File: src/hdl/rdat_pkg.sv
// ---------------------------------------------------------------------------
// rdat_pkg: shared types and constants for the datagram ack tracker
// widths, action and result codes, register indexes, sequencer states
// ---------------------------------------------------------------------------
`default_nettype none
package rdat_pkg;
   localparam int WindowDepth  = 16;
   localparam int PendingDepth = 32;
   localparam int MaskBits     = 16;
   localparam int WinIdxW      = $clog2(WindowDepth);
   localparam int WinCntW      = $clog2(WindowDepth + 1);
   localparam int PendIdxW     = $clog2(PendingDepth);
   localparam int PendCntW     = $clog2(PendingDepth + 1);
   localparam int MaskIdxW     = $clog2(MaskBits);

   typedef enum logic [1:0] {
      ACT_RECV = 2'd0,
      ACT_SEND = 2'd1,
      ACT_TICK = 2'd2,
      ACT_NONE = 2'd3
   } action_type;

   typedef enum logic [1:0] {
      KIND_RECV   = 2'd0,
      KIND_ASSIGN = 2'd1,
      KIND_RESEND = 2'd2,
      KIND_TICK   = 2'd3
   } kind_type;

   localparam logic REG_RESEND   = 1'b0;
   localparam logic REG_RESPONSE = 1'b1;

   typedef enum logic [3:0] {
      ST_IDLE,
      ST_PEND,      // walk pending table (receive compaction, tick scan)
      ST_PUSH,      // window repeat check done, update window
      ST_MAX,       // compute window max
      ST_MASK,      // build ack bits, one window search per bit
      ST_EMIT,      // emit single result
      ST_TICKEND
   } seq_state_type;

   typedef struct packed {
      logic [1:0]  action;
      logic [31:0] now;
      logic [15:0] packet_id;
      logic [15:0] peer_ack;
      logic [15:0] peer_ack_bits;
   } item_type;

   typedef struct packed {
      logic [1:0]  kind;
      logic [15:0] out_id;
      logic        is_repeat;
      logic [15:0] own_ack;
      logic [15:0] own_ack_bits;
      logic [5:0]  acked_count;
      logic        timed_out;
      logic        table_full;
      logic        last;
   } result_type;

   // peer acks an id directly or through one of the offset bits
   function automatic logic peer_acks(input logic [15:0] id, input logic [15:0] ack,
                                      input logic [15:0] bits);
      logic hit;
      hit = (id == ack);
      for (int j = 0; j < 16; j++) begin
         if (bits[j] && id == 16'(ack - 16'(j + 1))) hit = 1'b1;
      end
      return hit;
   endfunction
endpackage
`default_nettype wire

File: src/hdl/rdat_if.sv
// ---------------------------------------------------------------------------
// rdat_if: valid/ready channel interfaces
// item, result and register write channels
// ---------------------------------------------------------------------------
`default_nettype none
interface rdat_req_if;
   import rdat_pkg::*;
   logic       valid;
   logic       ready;
   item_type   data;
   modport source (output valid, output data, input ready);
   modport sink   (input valid, input data, output ready);
endinterface

interface rdat_rsp_if;
   import rdat_pkg::*;
   logic       valid;
   logic       ready;
   result_type data;
   modport source (output valid, output data, input ready);
   modport sink   (input valid, input data, output ready);
endinterface

interface rdat_csr_if;
   logic        valid;
   logic        ready;
   logic        index;
   logic [31:0] wdata;
   modport source (output valid, output index, output wdata, input ready);
   modport sink   (input valid, input index, input wdata, output ready);
endinterface
`default_nettype wire

File: src/hdl/rdat_front.sv
// ---------------------------------------------------------------------------
// rdat_front: input stage and two-entry item queue
// accepts items, drops unknown actions, buffers toward the sequencer
// ---------------------------------------------------------------------------
`default_nettype none
module rdat_front
   import rdat_pkg::*;
(
   input  wire logic clock,
   input  wire logic reset,
   rdat_req_if.sink  req,
   output item_type  q_data,
   output logic      q_valid,
   input  wire logic q_pop
);
   item_type   mem_ff [2];
   logic       wr_ff, wr_in, rd_ff, rd_in;
   logic [1:0] cnt_ff, cnt_in;
   logic       push;

   assign req.ready = (cnt_ff != 2'd2);
   // unknown action yields nothing, so it never enters the queue
   assign push      = req.valid && req.ready && (req.data.action != ACT_NONE);
   assign q_valid   = (cnt_ff != 2'd0);
   assign q_data    = mem_ff[rd_ff];

   always_comb begin
      wr_in  = wr_ff ^ push;
      rd_in  = rd_ff ^ q_pop;
      cnt_in = 2'(cnt_ff + {1'b0, push} - {1'b0, q_pop});
   end

   always_ff @(posedge clock) begin
      if (reset) begin
         wr_ff  <= 1'b0;
         rd_ff  <= 1'b0;
         cnt_ff <= 2'd0;
      end else begin
         wr_ff  <= wr_in;
         rd_ff  <= rd_in;
         cnt_ff <= cnt_in;
      end
      if (push) mem_ff[wr_ff] <= req.data;
   end

`ifndef SYNTHESIS
   a_no_pop_empty: assert property (@(posedge clock) disable iff (reset)
      q_pop |-> q_valid) else $error("pop from empty queue");
   a_cnt_step: assert property (@(posedge clock) disable iff (reset)
      (push && !q_pop) |=> cnt_ff == $past(cnt_ff) + 2'd1) else $error("count slip");
   a_full_stall: assert property (@(posedge clock) disable iff (reset)
      cnt_ff == 2'd2 |-> !req.ready) else $error("accept while full");
`endif
endmodule
`default_nettype wire

File: src/hdl/rdat_back.sv
// ---------------------------------------------------------------------------
// rdat_back: sequencer holding window, pending table and timers
// walks the tables one entry per cycle unless a held result stalls it,
// emits results through a register
`default_nettype none
module rdat_back
   import rdat_pkg::*;
(
   input  wire logic        clock,
   input  wire logic        reset,
   input  wire item_type    q_data,
   input  wire logic        q_valid,
   output logic             q_pop,
   input  wire logic [31:0] resend_timeout,
   input  wire logic [31:0] response_timeout,
   rdat_rsp_if.source       rsp
);
   // tables: registers read at one running index each
   logic [15:0] win_ff [WindowDepth];
   logic [15:0] pid_ff [PendingDepth];
   logic [31:0] ptm_ff [PendingDepth];

   seq_state_type st_ff, st_in;
   logic [WinCntW-1:0]  wcnt_ff;
   logic [PendCntW-1:0] pcnt_ff;
   logic [15:0]         next_ff;
   logic [31:0]         heard_ff;

   logic [PendCntW-1:0] ri_ff;   // read index
   logic [PendCntW-1:0] wi_ff;   // compaction write index
   logic [WinCntW-1:0]  wj_ff;   // window index
   logic [MaskIdxW:0]   mi_ff;   // mask bit index
   logic                rep_ff;
   logic [15:0]         ack_ff, bits_ff;
   logic [5:0]          rem_ff;

   result_type out_ff;
   logic       ov_ff;
   logic       out_free;
   item_type   it;

   assign it        = q_data;
   assign rsp.valid = ov_ff;
   assign rsp.data  = out_ff;
   assign out_free  = !ov_ff || rsp.ready;

   // per-cycle views of the current entries
   logic [PendIdxW-1:0] ri;
   logic [15:0]         cur_id;
   logic [31:0]         cur_tm;
   logic                overdue;
   logic [15:0]         target;
   logic                win_hit;
   logic [WinIdxW-1:0]  wj;
   assign ri      = ri_ff[PendIdxW-1:0];
   assign cur_id  = pid_ff[ri];
   assign cur_tm  = ptm_ff[ri];
   assign overdue = {1'b0, it.now} > ({1'b0, cur_tm} + {1'b0, resend_timeout});
   assign wj      = wj_ff[WinIdxW-1:0];
   // one compare per cycle: during ST_PUSH against packet id, in ST_MASK against ack-i-1
   assign target  = (st_ff == ST_MASK) ? 16'(ack_ff - 16'(mi_ff) - 16'd1) : it.packet_id;
   assign win_hit = (wj_ff < wcnt_ff) && (win_ff[wj] == target);

   logic pend_done, win_done, mask_done;
   assign pend_done = (ri_ff >= pcnt_ff);
   assign win_done  = (wj_ff >= wcnt_ff) || win_hit;
   assign mask_done = (mi_ff == (MaskIdxW+1)'(MaskBits));

   // result register loads on every item end and on each resend
   logic ov_in;
   assign ov_in = q_pop ||
                  (st_ff == ST_PEND && it.action == ACT_TICK && !pend_done &&
                   overdue && out_free) ||
                  (ov_ff && !rsp.ready);

   always_comb begin
      st_in = st_ff;
      unique case (st_ff)
         ST_IDLE:    if (q_valid && out_free) begin
            if (it.action == ACT_SEND) st_in = ST_EMIT;
            else st_in = ST_PEND;
         end
         ST_PEND:    if (pend_done) begin
            if (it.action == ACT_TICK) st_in = ST_TICKEND;
            else st_in = ST_PUSH;
         end
         ST_PUSH:    if (win_done || it.packet_id == 16'd0) st_in = ST_MAX;
         ST_MAX:     if (wj_ff >= wcnt_ff) st_in = ST_MASK;
         ST_MASK:    if (mask_done && out_free) st_in = ST_IDLE;
         ST_EMIT:    st_in = ST_IDLE;
         ST_TICKEND: if (out_free) st_in = ST_IDLE;
         default:    st_in = ST_IDLE;
      endcase
   end

   always_comb begin
      q_pop = 1'b0;
      unique case (st_ff)
         ST_MASK:    q_pop = mask_done && out_free;
         ST_EMIT:    q_pop = 1'b1;
         ST_TICKEND: q_pop = out_free;
         default:    q_pop = 1'b0;
      endcase
   end

   always_ff @(posedge clock) begin
      if (reset) begin
         st_ff    <= ST_IDLE;
         wcnt_ff  <= '0;
         pcnt_ff  <= '0;
         next_ff  <= '0;
         heard_ff <= '0;
         ov_ff    <= 1'b0;
      end else begin
         st_ff <= st_in;
         ov_ff <= ov_in;
         unique case (st_ff)
            ST_IDLE: begin
               ri_ff <= '0; wi_ff <= '0; wj_ff <= '0; mi_ff <= '0;
               rem_ff <= '0; rep_ff <= 1'b0; ack_ff <= '0; bits_ff <= '0;
            end
            ST_PEND: begin
               if (!pend_done) begin
                  if (it.action == ACT_TICK) begin
                     if (overdue) begin
                        if (out_free) begin
                           ptm_ff[ri] <= it.now;
                           out_ff <= '{kind: KIND_RESEND, out_id: cur_id, default: '0};
                           ri_ff  <= ri_ff + 1'b1;
                        end
                     end else ri_ff <= ri_ff + 1'b1;
                  end else begin
                     if (peer_acks(cur_id, it.peer_ack, it.peer_ack_bits))
                        rem_ff <= rem_ff + 6'd1;
                     else begin
                        pid_ff[wi_ff[PendIdxW-1:0]] <= cur_id;
                        ptm_ff[wi_ff[PendIdxW-1:0]] <= cur_tm;
                        wi_ff <= wi_ff + 1'b1;
                     end
                     ri_ff <= ri_ff + 1'b1;
                  end
               end else if (it.action == ACT_RECV) pcnt_ff <= wi_ff;
            end
            ST_PUSH: begin
               if (it.packet_id != 16'd0 && !win_done) wj_ff <= wj_ff + 1'b1;
               else begin
                  if (!(win_hit && it.packet_id != 16'd0)) begin
                     if (wcnt_ff == WinCntW'(WindowDepth)) begin
                        for (int k = 0; k < WindowDepth - 1; k++) win_ff[k] <= win_ff[k+1];
                        win_ff[WindowDepth-1] <= it.packet_id;
                     end else begin
                        win_ff[wcnt_ff[WinIdxW-1:0]] <= it.packet_id;
                        wcnt_ff <= wcnt_ff + 1'b1;
                     end
                  end
                  rep_ff   <= win_hit && it.packet_id != 16'd0;
                  heard_ff <= it.now;
                  wj_ff    <= '0;
               end
            end
            ST_MAX: begin
               if (wj_ff < wcnt_ff) begin
                  if (win_ff[wj] > ack_ff) ack_ff <= win_ff[wj];
                  wj_ff <= wj_ff + 1'b1;
               end else wj_ff <= '0;
            end
            ST_MASK: begin
               if (!mask_done) begin
                  if (win_done) begin
                     if (win_hit && ack_ff >= 16'(mi_ff) + 16'd1)
                        bits_ff[mi_ff[MaskIdxW-1:0]] <= 1'b1;
                     mi_ff <= mi_ff + 1'b1;
                     wj_ff <= '0;
                  end else wj_ff <= wj_ff + 1'b1;
               end else if (out_free) begin
                  out_ff <= '{kind: KIND_RECV, is_repeat: rep_ff, own_ack: ack_ff,
                              own_ack_bits: bits_ff, acked_count: rem_ff,
                              last: 1'b1, default: '0};
               end
            end
            ST_EMIT: begin
               if (pcnt_ff == PendCntW'(PendingDepth))
                  out_ff <= '{kind: KIND_ASSIGN, table_full: 1'b1, last: 1'b1, default: '0};
               else begin
                  pid_ff[pcnt_ff[PendIdxW-1:0]] <= 16'(next_ff + 16'd1);
                  ptm_ff[pcnt_ff[PendIdxW-1:0]] <= it.now;
                  pcnt_ff <= pcnt_ff + 1'b1;
                  next_ff <= 16'(next_ff + 16'd1);
                  out_ff  <= '{kind: KIND_ASSIGN, out_id: 16'(next_ff + 16'd1),
                               last: 1'b1, default: '0};
               end
            end
            ST_TICKEND: if (out_free) begin
               out_ff <= '{kind: KIND_TICK, last: 1'b1,
                           timed_out: {1'b0, it.now} >
                                      ({1'b0, heard_ff} + {1'b0, response_timeout}),
                           default: '0};
            end
            default: ;
         endcase
      end
   end

`ifndef SYNTHESIS
   a_pcnt_bound: assert property (@(posedge clock) disable iff (reset)
      pcnt_ff <= PendCntW'(PendingDepth)) else $error("pending overflow");
   a_wcnt_bound: assert property (@(posedge clock) disable iff (reset)
      wcnt_ff <= WinCntW'(WindowDepth)) else $error("window overflow");
   a_hold: assert property (@(posedge clock) disable iff (reset)
      (ov_ff && !rsp.ready) |=> $stable(out_ff)) else $error("result changed while held");
   a_pop_idle: assert property (@(posedge clock) disable iff (reset)
      q_pop |=> st_ff == ST_IDLE) else $error("pop outside item end");
`endif
endmodule
`default_nettype wire

File: src/hdl/reliable_datagram_ack_tracker_unit.sv
// ---------------------------------------------------------------------------
// reliable_datagram_ack_tracker_unit: ack tracking for one peer
// receive window, pending send table, resend and response timers
// ---------------------------------------------------------------------------
//  channel  | dir | content
//  req_     | in  | action, now, packet_id, peer_ack, peer_ack_bits
//  rsp_     | out | kind, out_id, is_repeat, own_ack, own_ack_bits, ..., last
//  csr_     | in  | index 0 resend_timeout, 1 response_timeout
//
//  send: IDLE, EMIT. tick: IDLE, pending walk, TICKEND, plus output stalls
//  receive: IDLE, pending walk, window repeat check, window max, per-bit window compare
//  (window compare sequencer dominates)
//  synchronous reset clears counts, next id, last heard, timeouts to 200 / 2000
//  a two-entry queue lets items arrive while the sequencer works
`default_nettype none
module reliable_datagram_ack_tracker_unit
   import rdat_pkg::*;
(
   input  wire logic clock,
   input  wire logic reset,
   rdat_req_if.sink  req,
   rdat_rsp_if.source rsp,
   rdat_csr_if.sink  csr
);
   item_type    q_data;
   logic        q_valid, q_pop;
   logic [31:0] resend_ff, response_ff;

   // registers always writable
   assign csr.ready = 1'b1;

   always_ff @(posedge clock) begin
      if (reset) begin
         resend_ff   <= 32'd200;
         response_ff <= 32'd2000;
      end else if (csr.valid) begin
         if (csr.index == REG_RESEND) resend_ff <= csr.wdata;
         else response_ff <= csr.wdata;
      end
   end

   rdat_front u_front (
      .clock  (clock),
      .reset  (reset),
      .req    (req),
      .q_data (q_data),
      .q_valid(q_valid),
      .q_pop  (q_pop)
   );

   rdat_back u_back (
      .clock           (clock),
      .reset           (reset),
      .q_data          (q_data),
      .q_valid         (q_valid),
      .q_pop           (q_pop),
      .resend_timeout  (resend_ff),
      .response_timeout(response_ff),
      .rsp             (rsp)
   );

`ifndef SYNTHESIS
   a_rsp_hold: assert property (@(posedge clock) disable iff (reset)
      (rsp.valid && !rsp.ready) |=> rsp.valid) else $error("result dropped");
   a_csr_reg: assert property (@(posedge clock) disable iff (reset)
      (csr.valid && csr.index == REG_RESEND) |=> resend_ff == $past(csr.wdata))
      else $error("register write lost");
   a_last_kind: assert property (@(posedge clock) disable iff (reset)
      (rsp.valid && rsp.data.kind == KIND_RESEND) |-> !rsp.data.last)
      else $error("resend marked last");
`endif
endmodule
`default_nettype wire
File: src/flat_wrapper.sv
// flat-port wrapper written by rule: the top's interface ports become plain ports
module reliable_datagram_ack_tracker_unit_flat import rdat_pkg::*;
  (clock, reset, req_valid, req_data, req_ready, rsp_valid, rsp_data, rsp_ready, csr_valid, csr_index, csr_wdata, csr_ready);
  rdat_req_if req_i ();
  rdat_rsp_if rsp_i ();
  rdat_csr_if csr_i ();
  input  wire logic clock;
  input  wire logic reset;
  input wire logic [$bits(req_i.valid)-1:0] req_valid;
  input wire logic [$bits(req_i.data)-1:0] req_data;
  output wire logic [$bits(req_i.ready)-1:0] req_ready;
  output wire logic [$bits(rsp_i.valid)-1:0] rsp_valid;
  output wire logic [$bits(rsp_i.data)-1:0] rsp_data;
  input wire logic [$bits(rsp_i.ready)-1:0] rsp_ready;
  input wire logic [$bits(csr_i.valid)-1:0] csr_valid;
  input wire logic [$bits(csr_i.index)-1:0] csr_index;
  input wire logic [$bits(csr_i.wdata)-1:0] csr_wdata;
  output wire logic [$bits(csr_i.ready)-1:0] csr_ready;
  assign req_i.valid = req_valid;
  assign req_i.data = req_data;
  assign req_ready = req_i.ready;
  assign rsp_valid = rsp_i.valid;
  assign rsp_data = rsp_i.data;
  assign rsp_i.ready = rsp_ready;
  assign csr_i.valid = csr_valid;
  assign csr_i.index = csr_index;
  assign csr_i.wdata = csr_wdata;
  assign csr_ready = csr_i.ready;
  reliable_datagram_ack_tracker_unit u_core (.clock(clock), .reset(reset), .req(req_i), .rsp(rsp_i), .csr(csr_i));
endmodule
File: config.mk
export PLATFORM = sky130hd
export DESIGN_NAME = reliable_datagram_ack_tracker_unit_flat
export DESIGN_NICKNAME = d
export VERILOG_FILES = /design/src/hdl/rdat_pkg.sv /design/src/hdl/rdat_if.sv /design/src/hdl/rdat_front.sv /design/src/hdl/rdat_back.sv /design/src/hdl/reliable_datagram_ack_tracker_unit.sv /design/src/flat_wrapper.sv
export SDC_FILE = /design/constraint.sdc
export NUM_CORES = 2
export LEC_CHECK = 0
export BUFFER_PORTS_ARGS = -buffer_cell sky130_fd_sc_hd__clkbuf_2
export CORE_MARGIN = 2
export CORE_UTILIZATION = 57
export DETAILED_ROUTE_END_ITERATION = 16
export PLACE_DENSITY = 0.76
export RECOVER_POWER = 50
export SYNTH_ARGS = -nofsm -noshare
export SYNTH_HDL_FRONTEND = slang
export SYNTH_HIERARCHICAL = 1
export SYNTH_SLANG_ARGS = --single-unit
export TNS_END_PERCENT = 30
File: constraint.sdc
create_clock -name clock -period 11.46 [get_ports clock]
set_input_delay 2.292 -clock clock [delete_from_list [all_inputs] [get_ports clock]]
set_output_delay 2.292 -clock clock [all_outputs]
set_load 0.02 [all_outputs]
==> results_tabular.tex <==
\begin{tabular}{lr}
\hline
Metric & Value \\
\hline
\multicolumn{2}{l}{\textbf{Status}} \\
Outcome & finished with violations \\
Failing checks & capacitance limit, slew limit \\
\multicolumn{2}{l}{\textbf{Yosys}} \\
Synthesis-stage register bit count & roughly 2200 \\
Mux share of post-synthesis cell area & between 10\% and 20\% \\
Simple-gate portion of the synthesized area & under 10\% \\
Number of warning messages in the yosys log & 6 \\
Number of distinct library cells after synthesis & 98 \\
Share of the yosys chip area belonging to registers & about two thirds \\
Top\_reg\_cell synth & sky130\_fd\_sc\_hd\_\_edfxtp\_1 \\
Area fraction in compound gates after synthesis & between 4 and 5\% \\
Combinational family with the most area after synthesis & multiplexers \\
Synthesized area & 100600 um\^{}2 \\
Average cell area after synthesis & approximately 16 um\^{}2 \\
Xor-xnor portion of the synthesized cell area & under 10\% \\
Share of flip-flops with an asynchronous set or reset & 0\% \\
Cells after Synth & around 6100 \\
Adder and majority gate portion of the synthesized area & roughly 2.5\% \\
EDFF count, synth & 2077 \\
Post-synth net total & $\sim$6500 \\
\multicolumn{2}{l}{\textbf{Critical path}} \\
Slowest stage delay, CP & between 1 and 1.5 ns \\
Slowest cell on the critical path & sky130\_fd\_sc\_hd\_\_nor4\_1 \\
Arrival time of data at the critical path endpoint & about 12 ns \\
Kind of start point of the critical path & flop \\
FF-to-FF setup slack & $\sim$0.47 ns \\
Critical register-to-register path endpoint & u\_core/u\_back/ptm\_ff[20][24]\$\_DFFE\_PP\_ \\
Endpoint class of the critical path & flop \\
Path depth of the worst reg2reg path & 21 \\
Category of the critical setup timing path & flop to flop \\
Largest fanout on the critical path & 56 \\
Cell chain of the critical path & buf\_12, buf\_4, buf\_4, mux2i\_1, a22oi\_1, a21oi\_1, nor4\_1, xnor2\_1, clkbuf\_1, xor2\_1, nor2\_1, o21ai\_0, o311ai\_0, nor4\_2, clkbuf\_1, nand2\_1, clkbuf\_1, o211ai\_1, or3b\_2, nor2\_4, buf\_4 \\
Data required, critical path & between 10 and 15 ns \\
\multicolumn{2}{l}{\textbf{Pwr}} \\
Pwr Total & 0.02774 W \\
Leak Pwr & roughly 37 nW \\
Ratio of total power to cell area & approximately 250 nW/um\^{}2 \\
Highest ir drop seen on vdd & 0.2358 mV \\
Clock Power Share & around 26\% \\
Power spent charging and discharging nets & a little under 0.01 W \\
Seq pwr share & a little under two fifths \\
Internal power contribution & 0.01800 W \\
Net switching fraction of the power & 35.12\% \\
Portion of total power attributed to combinational logic & a little under two fifths \\
\multicolumn{2}{l}{\textbf{GRT}} \\
Global route overflow & 0 \\
Number of antenna violations at the first check in global routing & 26 \\
First-pass GRT wire length & 383.3 mm \\
Maximum number of pins on one net before global-route repair & 94 \\
Number of global-route vias before repair & $\sim$57000 \\
Overall Global Routing Usage & between 20 and 30\% \\
\multicolumn{2}{l}{\textbf{Die}} \\
I/O Pins & 183 \\
Std-Cell Rows & between 150 and 200 \\
Die footprint & roughly 180000 um\^{}2 \\
Initial core utilization & about 57\% \\
Die span in x & 424.1 um \\
Die span in y & roughly 420 um \\
Area of the placeable core & 175700 um\^{}2 \\
\multicolumn{2}{l}{\textbf{Route}} \\
Vias per std cell & $\sim$6.5 \\
Post-route antenna net violation count & 0 \\
Overall via count from detail\_route & 57691 \\
Remaining design rule violation count & 0 \\
Average wire per cell in the routed design & a little under 30 um \\
Routed Wire Length & roughly 260 mm \\
Violation count after the first detailed-routing iteration & $\sim$6400 \\
Router iterations before antenna repair & 8 \\
\multicolumn{2}{l}{\textbf{Clocking}} \\
Post-CTS clock slew at the launch and capture registers of the worst setup and hold paths & roughly 0.06 ns \\
Number of sinks handled by clock tree synthesis & around 2200 \\
Total clock buffers created by CTS & roughly 210 \\
Worst-Skew Late Latency & between 0.8 and 0.9 ns \\
Hold buffers post-CTS & 0 \\
Root buffer cell & sky130\_fd\_sc\_hd\_\_clkbuf\_16 \\
Total number of H-tree levels & 4 \\
CTS tree & done \\
Clock Tree Buf Depth & 3 \\
Post-CTS setup buffer count & 0 \\
Gates resized, CTS repair & 0 \\
\multicolumn{2}{l}{\textbf{Timing}} \\
Final Hold Vio Count & 0 \\
Top achievable clock speed & roughly 0.09 GHz \\
Setup-violating endpoint count in the final report & 0 \\
Max transition margin & -173.4\% \\
Max-slew violation count & $\sim$1100 \\
Crit share post-route & between 90\% and 100\% \\
Setup repair after global routing missed its margin & false \\
Final-layout setup total negative slack & 0 ns \\
Final critical path time including I/O delays and setup & 10.99 ns \\
Worst-Margin Slew & 4.100 ns \\
Final Skew & 0.08402 ns \\
Hold WS & $\sim$0.48 ns \\
\multicolumn{2}{l}{\textbf{Placed design}} \\
Cell area after placement & around 100000 um\^{}2 \\
Count of placed standard cells including taps & 8491 \\
HPWL after detailed placement & 165.4 mm \\
Routability Congestion & a little under 1 \\
Count of buffers inserted at the top-level ports & roughly 180 \\
\multicolumn{2}{l}{\textbf{Finish}} \\
NumNets Final & approximately 6700 \\
Area added between synthesis and finish & 10.68\% \\
Final instance area & 111300 um\^{}2 \\
Share of final-layout standard cells stronger than drive strength 1 & 20.89\% \\
Non-filler cells in the finished layout & 8911 \\
\# fillers & about 12000 \\
\multicolumn{2}{l}{\textbf{Hold path}} \\
Worst hold-check path type & flop to flop \\
Hold EP & u\_core/response\_ff[9]\$\_SDFFE\_PP1P\_ \\
Worst hold path cell count & 1 \\
Min-delay src & u\_core/response\_ff[9]\$\_SDFFE\_PP1P\_ \\
\multicolumn{2}{l}{\textbf{Flow run}} \\
Count of maximum capacitance violations & 31 \\
\hline
\end{tabular}
-- area by class of cell --
cell class	instances	area [um^2]	area share (%)
timing repair buffer	357	2278	2.047
clock buffer	267	5597	5.027
sequential	2217	65190	58.56
antenna	19	47.55	0.04271
tap	2340	2928	2.630
clock inverter	133	1484	1.333
multi-input combinational	3497	33500	30.09
inverter	81	304.0	0.2731
-- cells in the mapped netlist (10+ instances only) --
library cell               count  share of area, %
sky130_fd_sc_hd__nor4_1       34              0.21
sky130_fd_sc_hd__nor3_1       48              0.24
sky130_fd_sc_hd__or2_2        19              0.12
sky130_fd_sc_hd__mux2i_1     351               3.5
sky130_fd_sc_hd__nor2_1      319               1.2
sky130_fd_sc_hd__a21oi_1     243               1.2
sky130_fd_sc_hd__clkbuf_1    195              0.73
sky130_fd_sc_hd__ha_1        197               2.5
sky130_fd_sc_hd__and2_1       59              0.37
sky130_fd_sc_hd__a211oi_1     22              0.16
sky130_fd_sc_hd__nor4_4       12              0.25
sky130_fd_sc_hd__buf_6        16              0.18
sky130_fd_sc_hd__inv_1        78              0.29
sky130_fd_sc_hd__mux4_2      398               8.9
sky130_fd_sc_hd__xor2_1       77              0.67
sky130_fd_sc_hd__nand3_1      85              0.42
sky130_fd_sc_hd__a31oi_1      23              0.14
sky130_fd_sc_hd__o22ai_1      12             0.075
sky130_fd_sc_hd__o21a_1       21              0.16
sky130_fd_sc_hd__nor2b_1      46              0.29
sky130_fd_sc_hd__nand4_1      43              0.27
sky130_fd_sc_hd__dfxtp_1     140               2.8
sky130_fd_sc_hd__xnor3_1      27              0.60
sky130_fd_sc_hd__or3_1        20              0.12
sky130_fd_sc_hd__a21o_1       40              0.30
sky130_fd_sc_hd__o31ai_1      17              0.13
sky130_fd_sc_hd__and3_1       55              0.34
sky130_fd_sc_hd__nand2_1     207              0.77
sky130_fd_sc_hd__buf_1        54              0.20
sky130_fd_sc_hd__buf_12       15              0.30
sky130_fd_sc_hd__mux2_2      324               3.6
sky130_fd_sc_hd__nor3b_1      11             0.082
sky130_fd_sc_hd__buf_2        51              0.25
sky130_fd_sc_hd__nand2b_1    124              0.77
sky130_fd_sc_hd__edfxtp_1   2077                62
sky130_fd_sc_hd__o21ai_0     120              0.60
sky130_fd_sc_hd__xnor2_1     178               1.5
sky130_fd_sc_hd__a22oi_1     131              0.98
sky130_fd_sc_hd__mux2_4       70               1.0
sky130_fd_sc_hd__o21bai_1     10             0.075
-- layer usage --
layer	global-route usage (%)	vias to the layer above	routed length [um]
met5	0	-	24
met4	12.15	4	11300
met3	4.247	514	19500
met2	46.41	2833	127300
met1	39.52	29651	102200
li1	-	24689	-
-- logic make-up (layout without fill, tap and decap cells) --
| group | Yosys count | after routing |
|---|---|---|
| adders and majority gates | 200 | 200 |
| AOI/OAI and AO/OA | 733 | 733 |
| and+or+nand+nor | 1134 | 1134 |
| DFF | 2217 | 2217 |
| xor gates and xnor gates | 286 | 286 |
| other | 1 | 20 |
| muxes | 1143 | 1143 |
| buffers and inverters | 427 | 838 |
-- critical path: cells and delay by family (launching register included) --
kind | cells | cell delay (ns)
xor+xnor | 2 | 1.35
simple gates | 6 | 3.68
mux | 1 | 0.19
compound gates | 5 | 1.39
flops | 1 | 0.90
buf+inv | 7 | 3.11
-- layout by cell type (no fill, tap or decap), types with 22 or more instances in the layout --
cell type,netlist,layout
sky130_fd_sc_hd__edfxtp_1,2077,2077
sky130_fd_sc_hd__mux4_2,398,398
sky130_fd_sc_hd__mux2i_1,351,351
sky130_fd_sc_hd__mux2_2,324,310
sky130_fd_sc_hd__nor2_1,319,286
sky130_fd_sc_hd__a21oi_1,243,234
sky130_fd_sc_hd__clkbuf_1,195,216
sky130_fd_sc_hd__clkbuf_16,0,214
sky130_fd_sc_hd__nand2_1,207,206
sky130_fd_sc_hd__ha_1,197,197
sky130_fd_sc_hd__xnor2_1,178,175
sky130_fd_sc_hd__dfxtp_1,140,134
sky130_fd_sc_hd__a22oi_1,131,131
sky130_fd_sc_hd__nand2b_1,124,124
sky130_fd_sc_hd__o21ai_0,120,120
sky130_fd_sc_hd__buf_4,6,101
sky130_fd_sc_hd__nand3_1,85,85
sky130_fd_sc_hd__inv_1,78,78
sky130_fd_sc_hd__xor2_1,77,77
sky130_fd_sc_hd__clkbuf_2,0,59
sky130_fd_sc_hd__and3_1,55,55
sky130_fd_sc_hd__mux2_4,70,55
sky130_fd_sc_hd__clkinv_1,3,48
sky130_fd_sc_hd__nor3_1,48,47
sky130_fd_sc_hd__and2_1,59,44
sky130_fd_sc_hd__nor2b_1,46,44
sky130_fd_sc_hd__nand4_1,43,43
sky130_fd_sc_hd__a21o_1,40,40
sky130_fd_sc_hd__clkinv_2,0,37
sky130_fd_sc_hd__nor4_1,34,36
sky130_fd_sc_hd__nor2_4,1,34
sky130_fd_sc_hd__buf_12,15,30
sky130_fd_sc_hd__mux2_1,0,29
sky130_fd_sc_hd__xnor3_1,27,27
sky130_fd_sc_hd__a31oi_1,23,23
sky130_fd_sc_hd__bufinv_16,0,22
sky130_fd_sc_hd__a211oi_1,22,22
-- flip-flops by register name (all words and copies together) (netlist names), 32 cells and up, named ones only --
name,flops
u_core/u_back/rsp.data,60
u_core/u_front/mem_ff,164
u_core/u_back/ptm_ff,1024
u_core/u_back/pid_ff,512
u_core/u_back/win_ff,256
u_core/resend_ff,32
u_core/response_ff,32
u_core/u_back/heard_ff,32
-- power by group through the flow --
stage          sequential (W)  combinational, W  clock, W
2_1_floorplan          0.0104           0.00690         0
3_3_place_gp           0.0106           0.00991         0
3_5_place_dp           0.0106            0.0101         0
4_1_cts                0.0105            0.0102   0.00716
5_1_grt                0.0105            0.0107   0.00745
6_report               0.0105            0.0102   0.00707
-- per-stage QoR --
step	utilization [%]	setup slack (ns)
4_1_cts	63.62	0.9409
2_1_floorplan	-	1.712
3_5_place_dp	59.59	0.9532
3_3_place_gp	59.59	1.231
6_report	63.35	0.4653
5_1_grt	63.35	0.1678
-- worst max-delay path by stage --
stage / slack, ns / to / cells after the start
6_report: 0.47 / u_core/u_back/ptm_ff[20][24]$_DFFE_PP_ / 21
5_1_grt: 0.17 / u_core/u_back/win_ff[9][5]$_DFFE_PP_ / 13
4_1_cts: 0.94 / u_core/u_back/ptm_ff[20][26]$_DFFE_PP_ / 26
3_5_place_dp: 0.95 / u_core/u_back/ptm_ff[20][22]$_DFFE_PP_ / 26
3_3_place_gp: 1.23 / u_core/u_back/ptm_ff[26][24]$_DFFE_PP_ / 28
2_1_floorplan: 1.71 / u_core/u_back/rsp.data[0]$_DFFE_PP_ / 32
Note: power is estimated with default switching activity, not from simulation.
